$ cat src/rtl/dksc_pkg.sv
// ----------------------------------------------------------------------------
// dksc_pkg
// shared types and constants of the digit key shift cipher with padding
// ----------------------------------------------------------------------------
`default_nettype none

package dksc_pkg;

  localparam int LETTER_W    = 5;
  localparam int DIGIT_W     = 4;
  localparam int POS_W       = 4;
  localparam int LEN_W       = 5;
  localparam int KEY_W       = 64;
  localparam int ADDR_W      = 4;
  localparam int MAX_KEY_LEN = 16;

  localparam logic [LETTER_W-1:0] LETTER_Z = LETTER_W'(25);
  localparam logic [LETTER_W:0]   ALPHABET = (LETTER_W + 1)'(26);

  // register index, taken from paddr bit 3 (registers sit 8 bytes apart)
  typedef enum logic {
    REG_KEY_DIGITS = 1'b0,
    REG_KEY_LENGTH = 1'b1
  } reg_idx_t;

  typedef struct packed {
    logic [KEY_W-1:0] key_digits;
    logic [LEN_W-1:0] eff_len;    // clamped to 1..MAX_KEY_LEN
  } cfg_t;

endpackage

`default_nettype wire

$ cat src/rtl/dksc_shift_unit.sv
// ----------------------------------------------------------------------------
// dksc_shift_unit
// shared shifter: picks the key digit at a position and adds it modulo 26
// ----------------------------------------------------------------------------
`default_nettype none

module dksc_shift_unit
  import dksc_pkg::*;
(
  input  wire logic [LETTER_W-1:0] letter,
  input  wire logic [POS_W-1:0]    pos,
  input  wire logic [KEY_W-1:0]    key_digits,
  output logic      [LETTER_W-1:0] code
);

  logic [DIGIT_W-1:0] digit;
  logic [LETTER_W:0]  sum;
  logic [LETTER_W:0]  wrapped;

  assign digit = key_digits[pos * DIGIT_W +: DIGIT_W];
  assign sum   = (LETTER_W + 1)'(letter) + (LETTER_W + 1)'(digit);

  // sum stays below 52, so one conditional subtract is enough
  assign wrapped = (sum >= ALPHABET) ? (sum - ALPHABET) : sum;
  assign code    = wrapped[LETTER_W-1:0];

endmodule

`default_nettype wire

$ cat config.mk
export PLATFORM = sky130hd
export DESIGN_NAME = dksc_shift_unit
export DESIGN_NICKNAME = d
export VERILOG_FILES = /design/src/rtl/dksc_pkg.sv /design/src/rtl/dksc_shift_unit.sv
export SDC_FILE = /design/constraint.sdc
export NUM_CORES = 1
export LEC_CHECK = 0
export BUFFER_PORTS_ARGS = -buffer_cell sky130_fd_sc_hd__buf_2
export CORE_UTILIZATION = 42
export DETAILED_ROUTE_END_ITERATION = 7
export PLACE_DENSITY = 0.94
export SLEW_MARGIN = 20
export SYNTH_ARGS = -nofsm -noshare
export SYNTH_HDL_FRONTEND = slang
export SYNTH_SLANG_ARGS = --single-unit
$ cat constraint.sdc
create_clock -name vclk -period 18.8
set_input_delay 5.64 -clock vclk [all_inputs]
set_output_delay 5.64 -clock vclk [all_outputs]
set_load 0.01 [all_outputs]
==> results.toml, run 1 <==
[final_layout]
diodes = 0
num-fill-cells = 137
mostFrequentLayoutCell = "buf_2"
area_growth_pct = 48.00
clkbuf_count = 0
layout.nets = 223
final_cell_mix = "buf_2, mux4_2, ha_1, inv_1"
sequential_cell_area_um2 = 0
design.seq.count = 0
drive_gt1_frac = 0.7113

[routing]
final_antenna_net_count = 0
vias_per_cell = 5.754
route.vias.total = 961
drc = 0
wl_mm = 2.595
firstDrtPassIters = 6
dr.first_iter.drc_count = 15
wl_per_cell_um = 15.54

[grt]
overflow = 0
grt_antenna_before_repair = 0
grt_pass1_wl_mm = 3.891
use_met3 = 0.04365
grt_max_degree = 17
grt_use_total = 0.2600
grt_util_met1 = 0.2809
top_usage_layer = "met2"
met2_usage = 0.5239
grt_pass1_vias = 901

[sta]
grt_setup_unrepaired = "false"
maxSlewViolCount = 0
setup_viol = 0
holdWs_ns = 11.60
fmax_ghz = 0.06852
min_period_over_period = 0.7763
tightest_slew_ns = 0.4986
period_needed_ns = 14.59
tns_ns = 0
finalHoldViolations = 0
slew_headroom = 0.6676

[critical_path]
crit_type = "in -> out"
critPathLaunchType = "input port"
path_max_fanout = 16
endpoint_kind = "output port"
crit_start = "pos[0]"
critPathArrivalTime_ns = 8.95
required_ns = 13.16

[flow_run]
cap_violations = 0

[placed_design]
port_buffers = 78
place_hpwl_mm = 2.433
gp_congestion = 0.7744

[power]
powerDensity_mw_per_mm2 = 44.04
irDropWorstVdd_mv = 0.02424
p_leak_nw = 0.5882

[synthesis]
postSynthAreaPerCell_um2 = 11.79
synth.distinct_cells = 31
synth_area_um2 = 813.3
syn_nets = 148
yosys_warnings = 0
syn-instance-count = 69
ys_seq_area_frac = 0

[die]
die_w_um = 46.01
die_y_um = 46.01
pin_count = 78
die-area_mm2 = 0.002116
rows = 15
core_area_mm2 = 0.001764
start_util = 0.4610

[worst_hold_path]
holdCritPathClass = "in -> out"
min_from = "letter[0]"
min_to = "code[0]"
hold-path-cell-count = 3

[status]
status = "completed"

[clocking]
post_cts_buffers = 0
cts_hold_buf = 0
post_cts_resized = 0
==> critical path: stages <==
cell and delay, ns:
buf_2 0.41, mux4_2 0.57, mux4_2 0.47, ha_1 0.33
or2_2 0.34, and3_1 0.23, nor3_1 0.28, mux2_2 0.37
a21o_1 0.17, buf_2 0.13
==> per-layer routing <==
layer | wire, µm | part of all wire
met1 | 864 | 0.33
met2 | 1508 | 0.58
met3 | 177 | 0.068
met4 | 44 | 0.017
met5 | 0 | 0
==> how the worst max path moves through the flow <==
stage,cells after the start,to,slack [ns]
6_report,10,code[4],4.21
4_1_cts,10,code[4],4.18
3_3_place_gp,10,code[4],4.29
2_1_floorplan,10,code[4],4.56
3_5_place_dp,10,code[4],4.19
5_1_grt,11,code[4],4.05
==> stage by stage <==
stage	cell area, µm²	utilization	cells	worst slack (ns)	power [W]
floorplan	813.3	-	69	4.560	0.00003623
global placement	1204	0.6823	167	4.285	0.00005069
detailed placement	1204	0.6823	167	4.192	0.00005306
CTS	1204	0.6823	167	4.182	0.00005315
global route	1204	0.6823	167	4.051	0.00005835
finish	1204	0.6823	167	4.205	0.00005301
==> area by class of cell <==
class	instances	area [µm²]	area share
multi-input combinational	60	767.0	0.6372
inverter	4	15.01	0.01247
tap	25	31.28	0.02599
timing repair buffer	78	390.4	0.3243
==> synthesized netlist by cell type <==
cell      count  area share
nand2_1       2      0.0092
and2_1        2       0.015
clkbuf_1      1      0.0046
ha_1          5       0.077
o211ai_1      1      0.0092
buf_2         1      0.0061
mux2_2        1       0.014
nand2b_1      1      0.0077
and3_1        1      0.0077
o311a_1       1       0.012
xor2_1        1       0.011
or4b_1        1       0.012
buf_6         1       0.014
a21oi_2       1       0.011
nor2_1        3       0.014
nand4b_1      1       0.011
a21o_1        2       0.018
mux4_2       20        0.55
inv_1         4       0.018
nor3_1        2       0.012
buf_1         1      0.0046
o22ai_1       1      0.0077
buf_4         1      0.0092
or2_2         1      0.0077
a211o_1       3       0.032
o41a_1        2       0.028
nand3_1       1      0.0061
a21oi_1       3       0.018
fa_1          1       0.025
o311ai_0      1       0.011
o21ai_0       2       0.012
==> report_power, final <==
group / switching [W] / internal [W] / total [W]
Sequential: 0 / 0 / 0
Combinational: 0.0000247 / 0.0000283 / 0.0000530
Clock: 0 / 0 / 0
Total: 0.0000247 / 0.0000283 / 0.0000530
==> cells by family (layout without fill, tap and decap cells) <==
logic type	count (synthesis)	in the layout	share of synthesized area
fa+ha+maj	6	6	0.1015
xor+xnor	1	1	0.01077
buf+inv	9	82	0.05691
mux	21	21	0.5677
simple gates	15	15	0.1031
compound gates	17	17	0.1600
No activity file was read; power rests on OpenSTA's default activity.
==> inputs of run 2 (changes only) <==
- ABC_AREA: unset -> 1
- PLACE_DENSITY: 0.94 -> 0.88
- clock period: 18.8 -> 15.1 ns (I/O delays scaled with it)
==> run 2 against run 1 <==
Against the previous run: cell count increased by 71%; worst hold slack got worse by 2.2 ns; sequential cell count unchanged; global-route usage decreased by 3.9 points; critical path type unchanged; first-iteration DRC count increased by 33%; critical path depth increased by 6; routed wire length increased by 7.7%; area after synthesis increased by 22%; sequential share of layout area unchanged; clock-buffer cell count unchanged; synthesized cell count increased to 2.8 times the previous value; power increased by 9.4%.
==> results.toml, run 2 <==
[power]
irDropWorstVdd_mv = 0.03645
p_leak_nw = 0.8435
powerDensity_mw_per_mm2 = 42.83
p_total_w = 0.00005798

[die]
pin_count = 78
die_w_um = 50.67
die-area_mm2 = 0.002567
core_area_mm2 = 0.002212
start_util = 0.4497
die_y_um = 50.67
rows = 17

[critical_path]
path_common_cell = "nand2_1"
path_max_fanout = 64
endpoint_kind = "output port"
critPathSlowestCell = "buf_2"
critPathMaxStageDelay_ns = 0.68
cp_cell_sequence = "buf_2 -> o211ai_1 -> nand3_1 -> nand3_1 -> nand2_1 -> ha_1 -> inv_1 -> fa_1 -> xnor2_1 -> inv_2 -> ha_1 -> nand3b_1 -> nand2_1 -> nand2_1 -> nand2_1 -> buf_2"
critPathArrivalTime_ns = 7.27
crit_type = "in -> out"
critPathLaunchType = "input port"
required_ns = 10.57

[routing]
wl_per_cell_um = 9.773
firstDrtPassIters = 4
dr.first_iter.drc_count = 20
vias_per_cell = 4.867
route.vias.total = 1392
final_antenna_net_count = 0
wl_mm = 2.795
drc = 0

[final_layout]
multiInputGateArea_um2 = 759.5
layout.nets = 339
area_growth_pct = 36.10
final_cell_mix = "buf_2, inv_1, nand2_1, nand3_1, a21oi_1"
diodes = 0
sequential_cell_area_um2 = 0
num-fill-cells = 249
drive_gt1_frac = 0.3411
design.seq.count = 0
mostFrequentLayoutCell = "buf_2"
final_area_mm2 = 0.001354
clkbuf_count = 0

[sta]
grt_setup_unrepaired = "false"
setup_viol = 0
holdWs_ns = 9.404
tns_ns = 0
min_period_over_period = 0.7816
finalHoldViolations = 0
maxSlewViolCount = 0
tightest_slew_ns = 0.8971
fmax_ghz = 0.08473
layout_setup_ws_ns = 3.298
slew_headroom = 0.4019
period_needed_ns = 11.80

[synthesis]
synth_common_cells = "inv_1, nand2_1, nand3_1"
postSynthAreaPerCell_um2 = 5.208
yosysTopAreaCellShare = 0.1623
synthTopCellsByArea = "inv_1, nand3_1, nand2_1"
ys_seq_area_frac = 0
syn_nets = 270
synth_most_common_cell = "inv_1"
synth_area_um2 = 994.7
yosys_warnings = 0
synth.distinct_cells = 21
yosysTopAreaCell = "inv_1"
syn-instance-count = 191

[clocking]
post_cts_buffers = 0
post_cts_resized = 0
cts_hold_buf = 0

[status]
status = "completed"

[worst_hold_path]
holdCritPathClass = "in -> out"

[placed_design]
pre_cts_slack_ns = 3.294
port_buffers = 78
placedInstanceArea_mm2 = 0.001354
place_hpwl_mm = 2.378
gp_congestion = 0.7503

[grt]
grt_pass1_vias = 1204
overflow = 0
grt_pass1_wl_mm = 4.629
grt_max_degree = 65
grt_use_total = 0.2206
grt_antenna_before_repair = 0

[flow_run]
cap_violations = 0
run 2: cell types whose count changed in the layout (fill, tap and decap cells not counted), moves of 3 or more:
cell      delta
nand3_1     +30
a21oi_1     +14
o21ai_0     +14
inv_1       +39
a211o_1      -3
o211ai_1    +15
mux4_2      -20
nand2_2      +5
nand2_1     +34
run 2: report_power, final:
group	leakage [nW]	switching (W)	internal, W	total [W]
Sequential	0	0	0	0
Combinational	0.843	0.0000324	0.0000255	0.0000580
Clock	0	0	0	0
Total	0.843	0.0000324	0.0000255	0.0000580
run 2: cell type report:
cell class         count  share of cell area
multi-input cells    135              0.5610
inverters             45              0.1248
well taps             28             0.02588
repair buffers        78              0.2884
run 2: worst paths after layout:
| check | start | endpoint | cells past startpoint |
|---|---|---|---|
| setup / recovery | pos[0] | code[3] | 16 |
| hold / removal | letter[0] | code[0] | 3 |
run 2: critical path, delay by kind of cell:
kind                       cells  cell delay [ns]
xor gates and xnor gates       1             0.25
AOI/OAI and AO/OA              1             0.21
buffers and inverters          4             0.93
and+or+nand+nor                7             0.59
adders and majority gates      3             0.76
run 2: metrics by stage:
| step | std cells | utilization |
|---|---|---|
| final | 286 | 0.6120 |
| after floorplan | 191 | - |
| after global routing | 286 | 0.6120 |
| after global placement | 286 | 0.6120 |
| after CTS | 286 | 0.6120 |
| after detailed placement | 286 | 0.6120 |
run 2: cells by family after synthesis:
group / Yosys count / share of synthesized area
fa+ha+maj: 6 / 0.08302
compound gates: 50 / 0.2918
xor+xnor: 1 / 0.008807
simple gates: 78 / 0.3799
buf+inv: 56 / 0.2365
run 2: metal layers:
metal / track usage / share of wire / routed length [µm]
met5: 0 / 0 / 0
met4: 0.004630 / 0 / 0
met3: 0.006061 / 0.055 / 153
met2: 0.4533 / 0.52 / 1448
met1: 0.2598 / 0.43 / 1193
