**src/rtl/dksc_pkg.sv**
```systemverilog
// ----------------------------------------------------------------------------
// dksc_pkg
// shared types and constants of the digit key shift cipher with padding
// ----------------------------------------------------------------------------
`default_nettype none

package dksc_pkg;

  localparam int LETTER_W    = 5;
  localparam int DIGIT_W     = 4;
  localparam int POS_W       = 4;
  localparam int LEN_W       = 5;
  localparam int KEY_W       = 64;
  localparam int ADDR_W      = 4;
  localparam int MAX_KEY_LEN = 16;

  localparam logic [LETTER_W-1:0] LETTER_Z = LETTER_W'(25);
  localparam logic [LETTER_W:0]   ALPHABET = (LETTER_W + 1)'(26);

  // register index, taken from paddr bit 3 (registers sit 8 bytes apart)
  typedef enum logic {
    REG_KEY_DIGITS = 1'b0,
    REG_KEY_LENGTH = 1'b1
  } reg_idx_t;

  typedef struct packed {
    logic [KEY_W-1:0] key_digits;
    logic [LEN_W-1:0] eff_len;    // clamped to 1..MAX_KEY_LEN
  } cfg_t;

endpackage

`default_nettype wire

```
**src/rtl/dksc_cfg.sv**
```systemverilog
// ----------------------------------------------------------------------------
// dksc_cfg
// apb register file: key digits and key length
// ----------------------------------------------------------------------------
`default_nettype none

module dksc_cfg
  import dksc_pkg::*;
(
  input  wire logic              clk,
  input  wire logic              rst,
  input  wire logic              psel,
  input  wire logic              penable,
  input  wire logic              pwrite,
  input  wire logic [ADDR_W-1:0] paddr,
  input  wire logic [KEY_W-1:0]  pwdata,
  output logic      [KEY_W-1:0]  prdata,
  output logic                   pready,
  output cfg_t                   cfg
);

  logic [KEY_W-1:0] key_digits;
  logic [LEN_W-1:0] key_length;
  reg_idx_t         idx;
  logic             wr_en;

  assign idx    = reg_idx_t'(paddr[3]);
  assign wr_en  = psel && penable && pwrite;
  assign pready = 1'b1;

  always_ff @(posedge clk) begin
    if (rst) begin
      key_digits <= '0;
      key_length <= LEN_W'(1);
    end else if (wr_en) begin
      unique case (idx)
        REG_KEY_DIGITS: key_digits <= pwdata;
        REG_KEY_LENGTH: key_length <= pwdata[LEN_W-1:0];
        default: ;
      endcase
    end
  end

  always_comb begin
    unique case (idx)
      REG_KEY_DIGITS: prdata = key_digits;
      REG_KEY_LENGTH: prdata = {{(KEY_W-LEN_W){1'b0}}, key_length};
      default:        prdata = '0;
    endcase
  end

  // zero counts as one, anything past the key size as the full key
  always_comb begin
    cfg.key_digits = key_digits;
    priority if (key_length == '0) begin
      cfg.eff_len = LEN_W'(1);
    end else if (key_length > LEN_W'(MAX_KEY_LEN)) begin
      cfg.eff_len = LEN_W'(MAX_KEY_LEN);
    end else begin
      cfg.eff_len = key_length;
    end
  end

endmodule

`default_nettype wire

```
**config.mk**
```make
export PLATFORM = sky130hd
export DESIGN_NAME = dksc_cfg
export DESIGN_NICKNAME = d
export VERILOG_FILES = /design/src/rtl/dksc_pkg.sv /design/src/rtl/dksc_cfg.sv
export SDC_FILE = /design/constraint.sdc
export NUM_CORES = 1
export LEC_CHECK = 0
export BUFFER_PORTS_ARGS = -buffer_cell sky130_fd_sc_hd__buf_2
export CAP_MARGIN = 25
export CORE_ASPECT_RATIO = 0.8
export CORE_MARGIN = 10
export CORE_UTILIZATION = 48
export CTS_CLUSTER_DIAMETER = 40
export DETAILED_ROUTE_END_ITERATION = 12
export PLACE_DENSITY_LB_ADDON = 0.1
export SYNTH_ARGS = -nofsm -noshare
export SYNTH_HDL_FRONTEND = slang
export SYNTH_SLANG_ARGS = --single-unit
```
**constraint.sdc**
```tcl
create_clock -name clk -period 2.4 [get_ports clk]
set_clock_uncertainty 0.1 [all_clocks]
set_input_delay 0.12 -clock clk [delete_from_list [all_inputs] [get_ports clk]]
set_output_delay 0.12 -clock clk [all_outputs]
set_load 0.02 [all_outputs]
```
==> results of run 1 <==
==> synthesized netlist by cell type, types with 2 or more instances <==
master	count
nand2b_1	132
dfxtp_1	69
mux2i_1	69
nor2b_1	62
clkbuf_1	15
buf_6	7
mux2_2	5
buf_1	4
buf_2	3
nor2_1	2
==> worst min path at each step <==
| stage | startpoint | endpoint | slack, ps | cells past startpoint |
|---|---|---|---|---|
| floorplan | pwdata[33] | key_digits[33] | 170 | 2 |
| CTS | pwrite | key_length[4] | 110 | 3 |
| global route | pwrite | key_length[1] | 140 | 3 |
| global placement | pwdata[61] | key_digits[61] | 280 | 3 |
| detailed placement | pwdata[45] | key_digits[45] | 290 | 3 |
| finish | pwrite | key_length[4] | 120 | 3 |
==> registers in the layout (all words and copies together) (netlist names) <==
name and cells:
key_digits 64, key_length 5
==> worst min-delay path, stage by stage <==
cell and delay (ps):
buf_2 110, nand4_2 180, mux2i_1 90
==> cell type report <==
type / count / share of cell area (%)
multi-input cells: 275 / 37.3
clock inverters: 2 / 0.186
flip-flops and latches: 69 / 25.7
repair buffers: 270 / 31.9
clock buffers: 13 / 2.76
well taps: 90 / 2.09
inverters: 1 / 0.0697
==> per-stage QoR <==
step	std cells	instance area, um^2	setup slack [ps]
after floorplan	375	3560	1150
after global placement	641	4590	855
after detailed placement	641	4590	825
after CTS	720	5390	795
after global routing	720	5390	745
final	720	5390	818
==> power breakdown <==
part / internal, W / switching [W] / total (W)
clock: 0.000396 / 0.000422 / 0.000818
sequential: 0.00117 / 0.0000188 / 0.00119
combinational: 0.000220 / 0.000185 / 0.000404
total: 0.00179 / 0.000625 / 0.00241
==> routing by layer <==
metal / wire length [um] / part of all wire, % / GRT usage (%) / up-vias
li1: - / - / - / 1687
met1: 4130 / 38 / 19.0 / 1486
met2: 5520 / 50 / 32.7 / 117
met3: 1240 / 11 / 9.51 / 4
met4: 55 / 0.50 / 3.46 / 0
met5: 0 / 0 / 0 / -
==> cell families (layout without fill, tap and decap cells) <==
kind of cell,Yosys count,count (layout),synth area share (%)
simple gates,199,199,35.1
flops,69,69,38.8
mux,74,74,21.0
buf+inv,31,286,4.95
other cells,1,1,0.105
compound gates,1,1,0.140
==> flow_summary.toml, run 1 <==
[clock_network]
clk_pin_slew_ps = 70
cts_buffers = 9
post_cts_hold_buffer_count = 64
worstSkewPairLatency_ps = 340
clock-sinks = 69
cts_max_path_buffers = 2
cts_tree = "yes"
post_cts_buffers = 0
cts_resized = 0
cts_root_buf = "clkbuf_8"
cts_max_level = 3

[global_routing]
grt_pass1_wl_um = 17100
globalRouteOverflowTotal = 0
grt.total_usage_pct = 18.5
antenna_found_initial = 0
grt_max_degree = 135
grt_pass1_vias = 3336

[yosys]
ys_seq_area_share_pct = 38.8
synth-seq-cells = 69
syn_nets = 448
async_flop_share_pct = 0
ys.flop_type = "dfxtp_1"
syn_area_per_cell_um2 = 9.50
syn-cell-area_um2 = 3560
synth_top_cell_by_area = "dfxtp_1"
synth_warnings = 0
ys_types = 17
syn_inst = 375
synth_top_area_share_pct = 38.8
synth_edf_count = 0
synth_area_leaders = "dfxtp_1, nand2b_1, mux2i_1"

[route]
antenna_left = 0
drt_iter0_markers = 100
vias_per_cell = 4.58
wire_per_inst_um = 15.2
vias = 3294
dr.pass1.iters = 4
drc = 0
routed_wl_um = 11000

[place]
port_buffers = 202
gp_congestion = 0.757
place_hpwl_um = 7460

[timing]
tns_ps = 0
period_share_pct = 65.9
rsz0062_at_grt = "false"
tightest_slew_ps = 679
max_freq_ghz = 0.632
maxSlewViolCount = 0
holdWs_ps = 116
period_minus_slack_ps = 1580
max_slew_margin_pct = 54.7
finalSetupViolations = 0
hold_violations = 0

[power_and_ir_drop]
pwr_density_cell_nw_per_um2 = 448
vdd_ir_drop_max_mv = 0.311
p_total_w = 0.00241
p_leak_nw = 2.59

[floorplan]
fp.dieH_um = 97.1
start_util_pct = 48.7
row_count = 28
fp.dieW_um = 116
pin_count = 207
core-area_um2 = 7320
die_area_um2 = 11300

[outcome]
status = "completed"

[worst_setup_path]
crit_fanout = 4
cp.arrival_ps = 1360
worst_path_max_delay_cell = "or3_1"
critPathTopFamily = "simple AND/OR/NAND/NOR gates"
cp_num_buf_inv = 1
crit_path_start_kind = "flop"
critPathRequiredTime_ps = 2180
worstPathCellList = "or3_1, a21oi_1, buf_2"
reg2reg_slack_ps = 1560
timing.rr.start = "key_length[4]"
r2r-end = "key_length[4]"
slowest_delay_ps = 370
setup.worst_path.end = "cfg[0]"
reg2reg_depth = 2
cp.depth = 3
end_kind = "output port"
path_class = "flop to output port"
cp-startpoint = "key_length[1]"

[layout]
diodes = 0
layout-drive-gt1-share_pct = 35.7
final_common_cell = "buf_2"
area_delta_synth_final_pct = 51.1
final_cell_mix = "buf_2, nand2b_1, mux2i_1, dfxtp_1, dlygate4sd3_1"
fin_nets = 699
utilization_pct = 73.5
multi_input_area_um2 = 2010
n_fill_cell = 543
seqCellArea_um2 = 1380

[flow_run]
maxCapViolations = 0

[worst_hold_path]
hp-class = "primary input to flop"
Power figures use the tool's default switching activity.
==> run 2, diff against run 1 <==
--- a/config.mk
+++ b/config.mk
@@ -5,11 +5,12 @@
 export SDC_FILE = /design/constraint.sdc
 export NUM_CORES = 1
 export LEC_CHECK = 0
+export ABC_AREA = 1
 export BUFFER_PORTS_ARGS = -buffer_cell sky130_fd_sc_hd__buf_2
 export CAP_MARGIN = 25
 export CORE_ASPECT_RATIO = 0.8
 export CORE_MARGIN = 10
-export CORE_UTILIZATION = 48
+export CORE_UTILIZATION = 40
 export CTS_CLUSTER_DIAMETER = 40
 export DETAILED_ROUTE_END_ITERATION = 12
 export PLACE_DENSITY_LB_ADDON = 0.1
==> constraint.sdc (replaced) <==
create_clock -name clk -period 1.3 [get_ports clk]
set_clock_uncertainty 0.1 [all_clocks]
set_input_delay 0.065 -clock clk [delete_from_list [all_inputs] [get_ports clk]]
set_output_delay 0.065 -clock clk [all_outputs]
set_load 0.02 [all_outputs]
==> run 2 against run 1 <==
Effect of this change:
- final area grew 3.1%
- the flow now finishes with violations (setup timing)
- largest power group unchanged
- sequential share of layout area fell by 0.59 points
- via count up 29%
- largest cell class is now buffers
- clock power rose by 120%
- global-route usage shrank 0.18 points
==> flow_summary.toml, run 2 <==
[place]
placed_cell_area_um2 = 4650
port_buffers = 202
pre_cts_ws_ps = 226
dp_cells = 881
gp_congestion = 0.790
place_hpwl_um = 8560

[floorplan]
die_area_um2 = 13100
pin_count = 207
core-area_um2 = 8560
fp.dieH_um = 104
row_count = 30
fp.dieW_um = 125
start_util_pct = 41.4

[power_and_ir_drop]
p_leak_nw = 3.08
p_sw_w = 0.00143
intPower_w = 0.00362
switching_share_pct = 28.4
power_frac_comb_pct = 19.9
p_clk_share_pct = 35.8
vdd_ir_drop_max_mv = 0.649
pwr_density_cell_nw_per_um2 = 911
seqPwrFrac_pct = 44.4

[worst_setup_path]
critPathTopFamily = "flip-flops"
path_class = "flop to output port"
crit_fanout = 3
cp.arrival_ps = 1140
cp_num_buf_inv = 1
critPathRequiredTime_ps = 1130
crit_path_start_kind = "flop"
slowest_delay_ps = 330
worstPathCellList = "nor2_1, nand3_1, a21oi_2, buf_6"
worst_path_max_delay_cell = "dfxtp_2"
end_kind = "output port"

[clock_network]
worstSkewPairLatency_ps = 340
clock-sinks = 69
clk_pin_slew_ps = 70
cts_max_level = 3
cts_buffers = 9
cts_tree = "yes"
cts_max_path_buffers = 2
cts_root_buf = "clkbuf_8"

[route]
routed_wl_um = 12600
drt_iter0_markers = 228
vias_per_cell = 4.42
wire_per_inst_um = 13.0
vias = 4262
dr.pass1.iters = 6
drc = 0
antenna_left = 0

[yosys]
synthAdderAreaFrac_pct = 0
syn_nets = 666
synth-simple-area-share_pct = 40.1
synth_edf_count = 0
synth-seq-cells = 69
async_flop_share_pct = 0
synth_top_cell_by_area = "dfxtp_1"
synth_mux_area_share_pct = 0
synth-compound-area-share_pct = 0.847
syn-cell-area_um2 = 3540
synth_area_leaders = "dfxtp_1, nor2_1, inv_1"
yosysMostFrequentCell = "nor2_1"
ys_types = 19
synth_xor_area_share_pct = 0
synth_warnings = 0
syn_area_per_cell_um2 = 5.98
ys_seq_area_share_pct = 39.0
ys_top_cells_by_count = "nor2_1, inv_1, nand2_1"
syn_inst = 593
synth_top_area_share_pct = 39.0
ys.flop_type = "dfxtp_1"
synth_top_family_by_area = "simple AND/OR/NAND/NOR gates"

[timing]
period_minus_slack_ps = 1310
fin_ws_ps = -8.13
finalSetupViolations = 1
hold_violations = 0
rsz0062_at_grt = "true"
max_freq_ghz = 0.764
maxSlewViolCount = 0
period_share_pct = 101

[layout]
layout-drive-gt1-share_pct = 28.4
fin_nets = 919
largest_register_ffs = 64
final_cell_mix = "nor2_1, buf_2, inv_1, nand2_1, nand3_1"
instances_no_fill = 964
utilization_pct = 64.9
reg_top3 = "key_digits: 64 flops, key_length: 5 flops"
final_area_um2 = 5550
top_register = "key_digits"
area_delta_synth_final_pct = 56.7
final_common_cell = "nor2_1"
n_fill_cell = 790

[global_routing]
grt_pass1_wl_um = 20300
antenna_found_initial = 1
grt_pass1_vias = 4011
globalRouteOverflowTotal = 0
grt_max_degree = 46
grt.total_usage_pct = 18.3

[flow_run]
maxCapViolations = 0

[outcome]
violations = "setup timing"
status = "finished with violations"

[worst_hold_path]
hp-class = "primary input to flop"
run 2: cell types whose count changed in the layout (fill, tap and decap cells not counted), sizes merged, moves of 5 or more:
| cell | before | now |
|---|---|---|
| mux2 | 5 | 0 |
| nand3 | 0 | 71 |
| nor2 | 2 | 202 |
| o21ai | 0 | 5 |
| inv | 1 | 130 |
| buf | 206 | 213 |
| nand2 | 0 | 77 |
| nor2b | 62 | 0 |
| mux2i | 69 | 0 |
| nand2b | 132 | 0 |
run 2: power by group through the flow:
stage	Combinational, W	Clock [W]	Sequential, W
2_1_floorplan	0.000435	0	0.00237
3_3_place_gp	0.000826	0	0.00229
3_5_place_dp	0.000838	0	0.00229
4_1_cts	0.00101	0.00187	0.00224
5_1_grt	0.00111	0.00196	0.00225
6_report	0.00100	0.00181	0.00224
run 2: layer usage:
layer  GRT usage, %  routed length [um]  vias up  share of wire [%]
li1               -                   -     2209                  -
met1           20.5                5150     1882                 41
met4           5.25                 188        0                1.5
met3           6.88                1030       18                8.2
met5              0                   0        -                  0
met2           31.7                6190      153                 49
run 2: final timing paths:
| path | from | depth (start not counted) | slack, ps | endpoint |
|---|---|---|---|---|
| worst min register to register | key_length[3] | 2 | 380 | key_length[3] |
| worst max register to register | key_length[4] | 2 | 580 | key_length[4] |
| worst min-delay path | penable | 4 | 8 | key_length[0] |
| worst max-delay path | key_length[0] | 4 | -8 | cfg[0] |
run 2: area by class of cell:
class / instances / area [um^2] / area share [%]
repair buffers: 279 / 1860 / 33.5
multi-input cells: 357 / 1460 / 26.3
flip-flops and latches: 69 / 1390 / 25.1
inverters: 130 / 488 / 8.79
clock buffers: 11 / 151 / 2.73
well taps: 112 / 140 / 2.52
clock inverters: 5 / 58.8 / 1.06
diodes: 1 / 2.50 / 0.0451
run 2: worst register-to-register path: stages (launching register included):
cell and delay, ps:
dfxtp_4 380, nor2_1 100, nor2_1 50
run 2: metrics by stage:
stage	setup TNS [ps]	hold WS, ps	total power (W)
after global placement	0	195	0.00311
after global routing	-183	61.2	0.00532
after CTS	-22.4	70.0	0.00512
after floorplan	0	91.1	0.00280
final	-8.13	8.49	0.00506
after detailed placement	0	206	0.00313
run 2: cells by family (layout without fill, tap and decap cells):
kind of cell,count (synthesis),in the layout
buf+inv,167,425
other cells,1,2
flops,69,69
compound gates,6,6
simple gates,350,350
run 2: what timing repair did:
action                                  4_1_cts  5_1_grt
hold buffers                                 69        1
gates resized for setup                       3       13
buffers inserted                              0        0
endpoints found under the hold margin        69        3
endpoints found under the setup margin        3       11
pin swaps                                     0        0
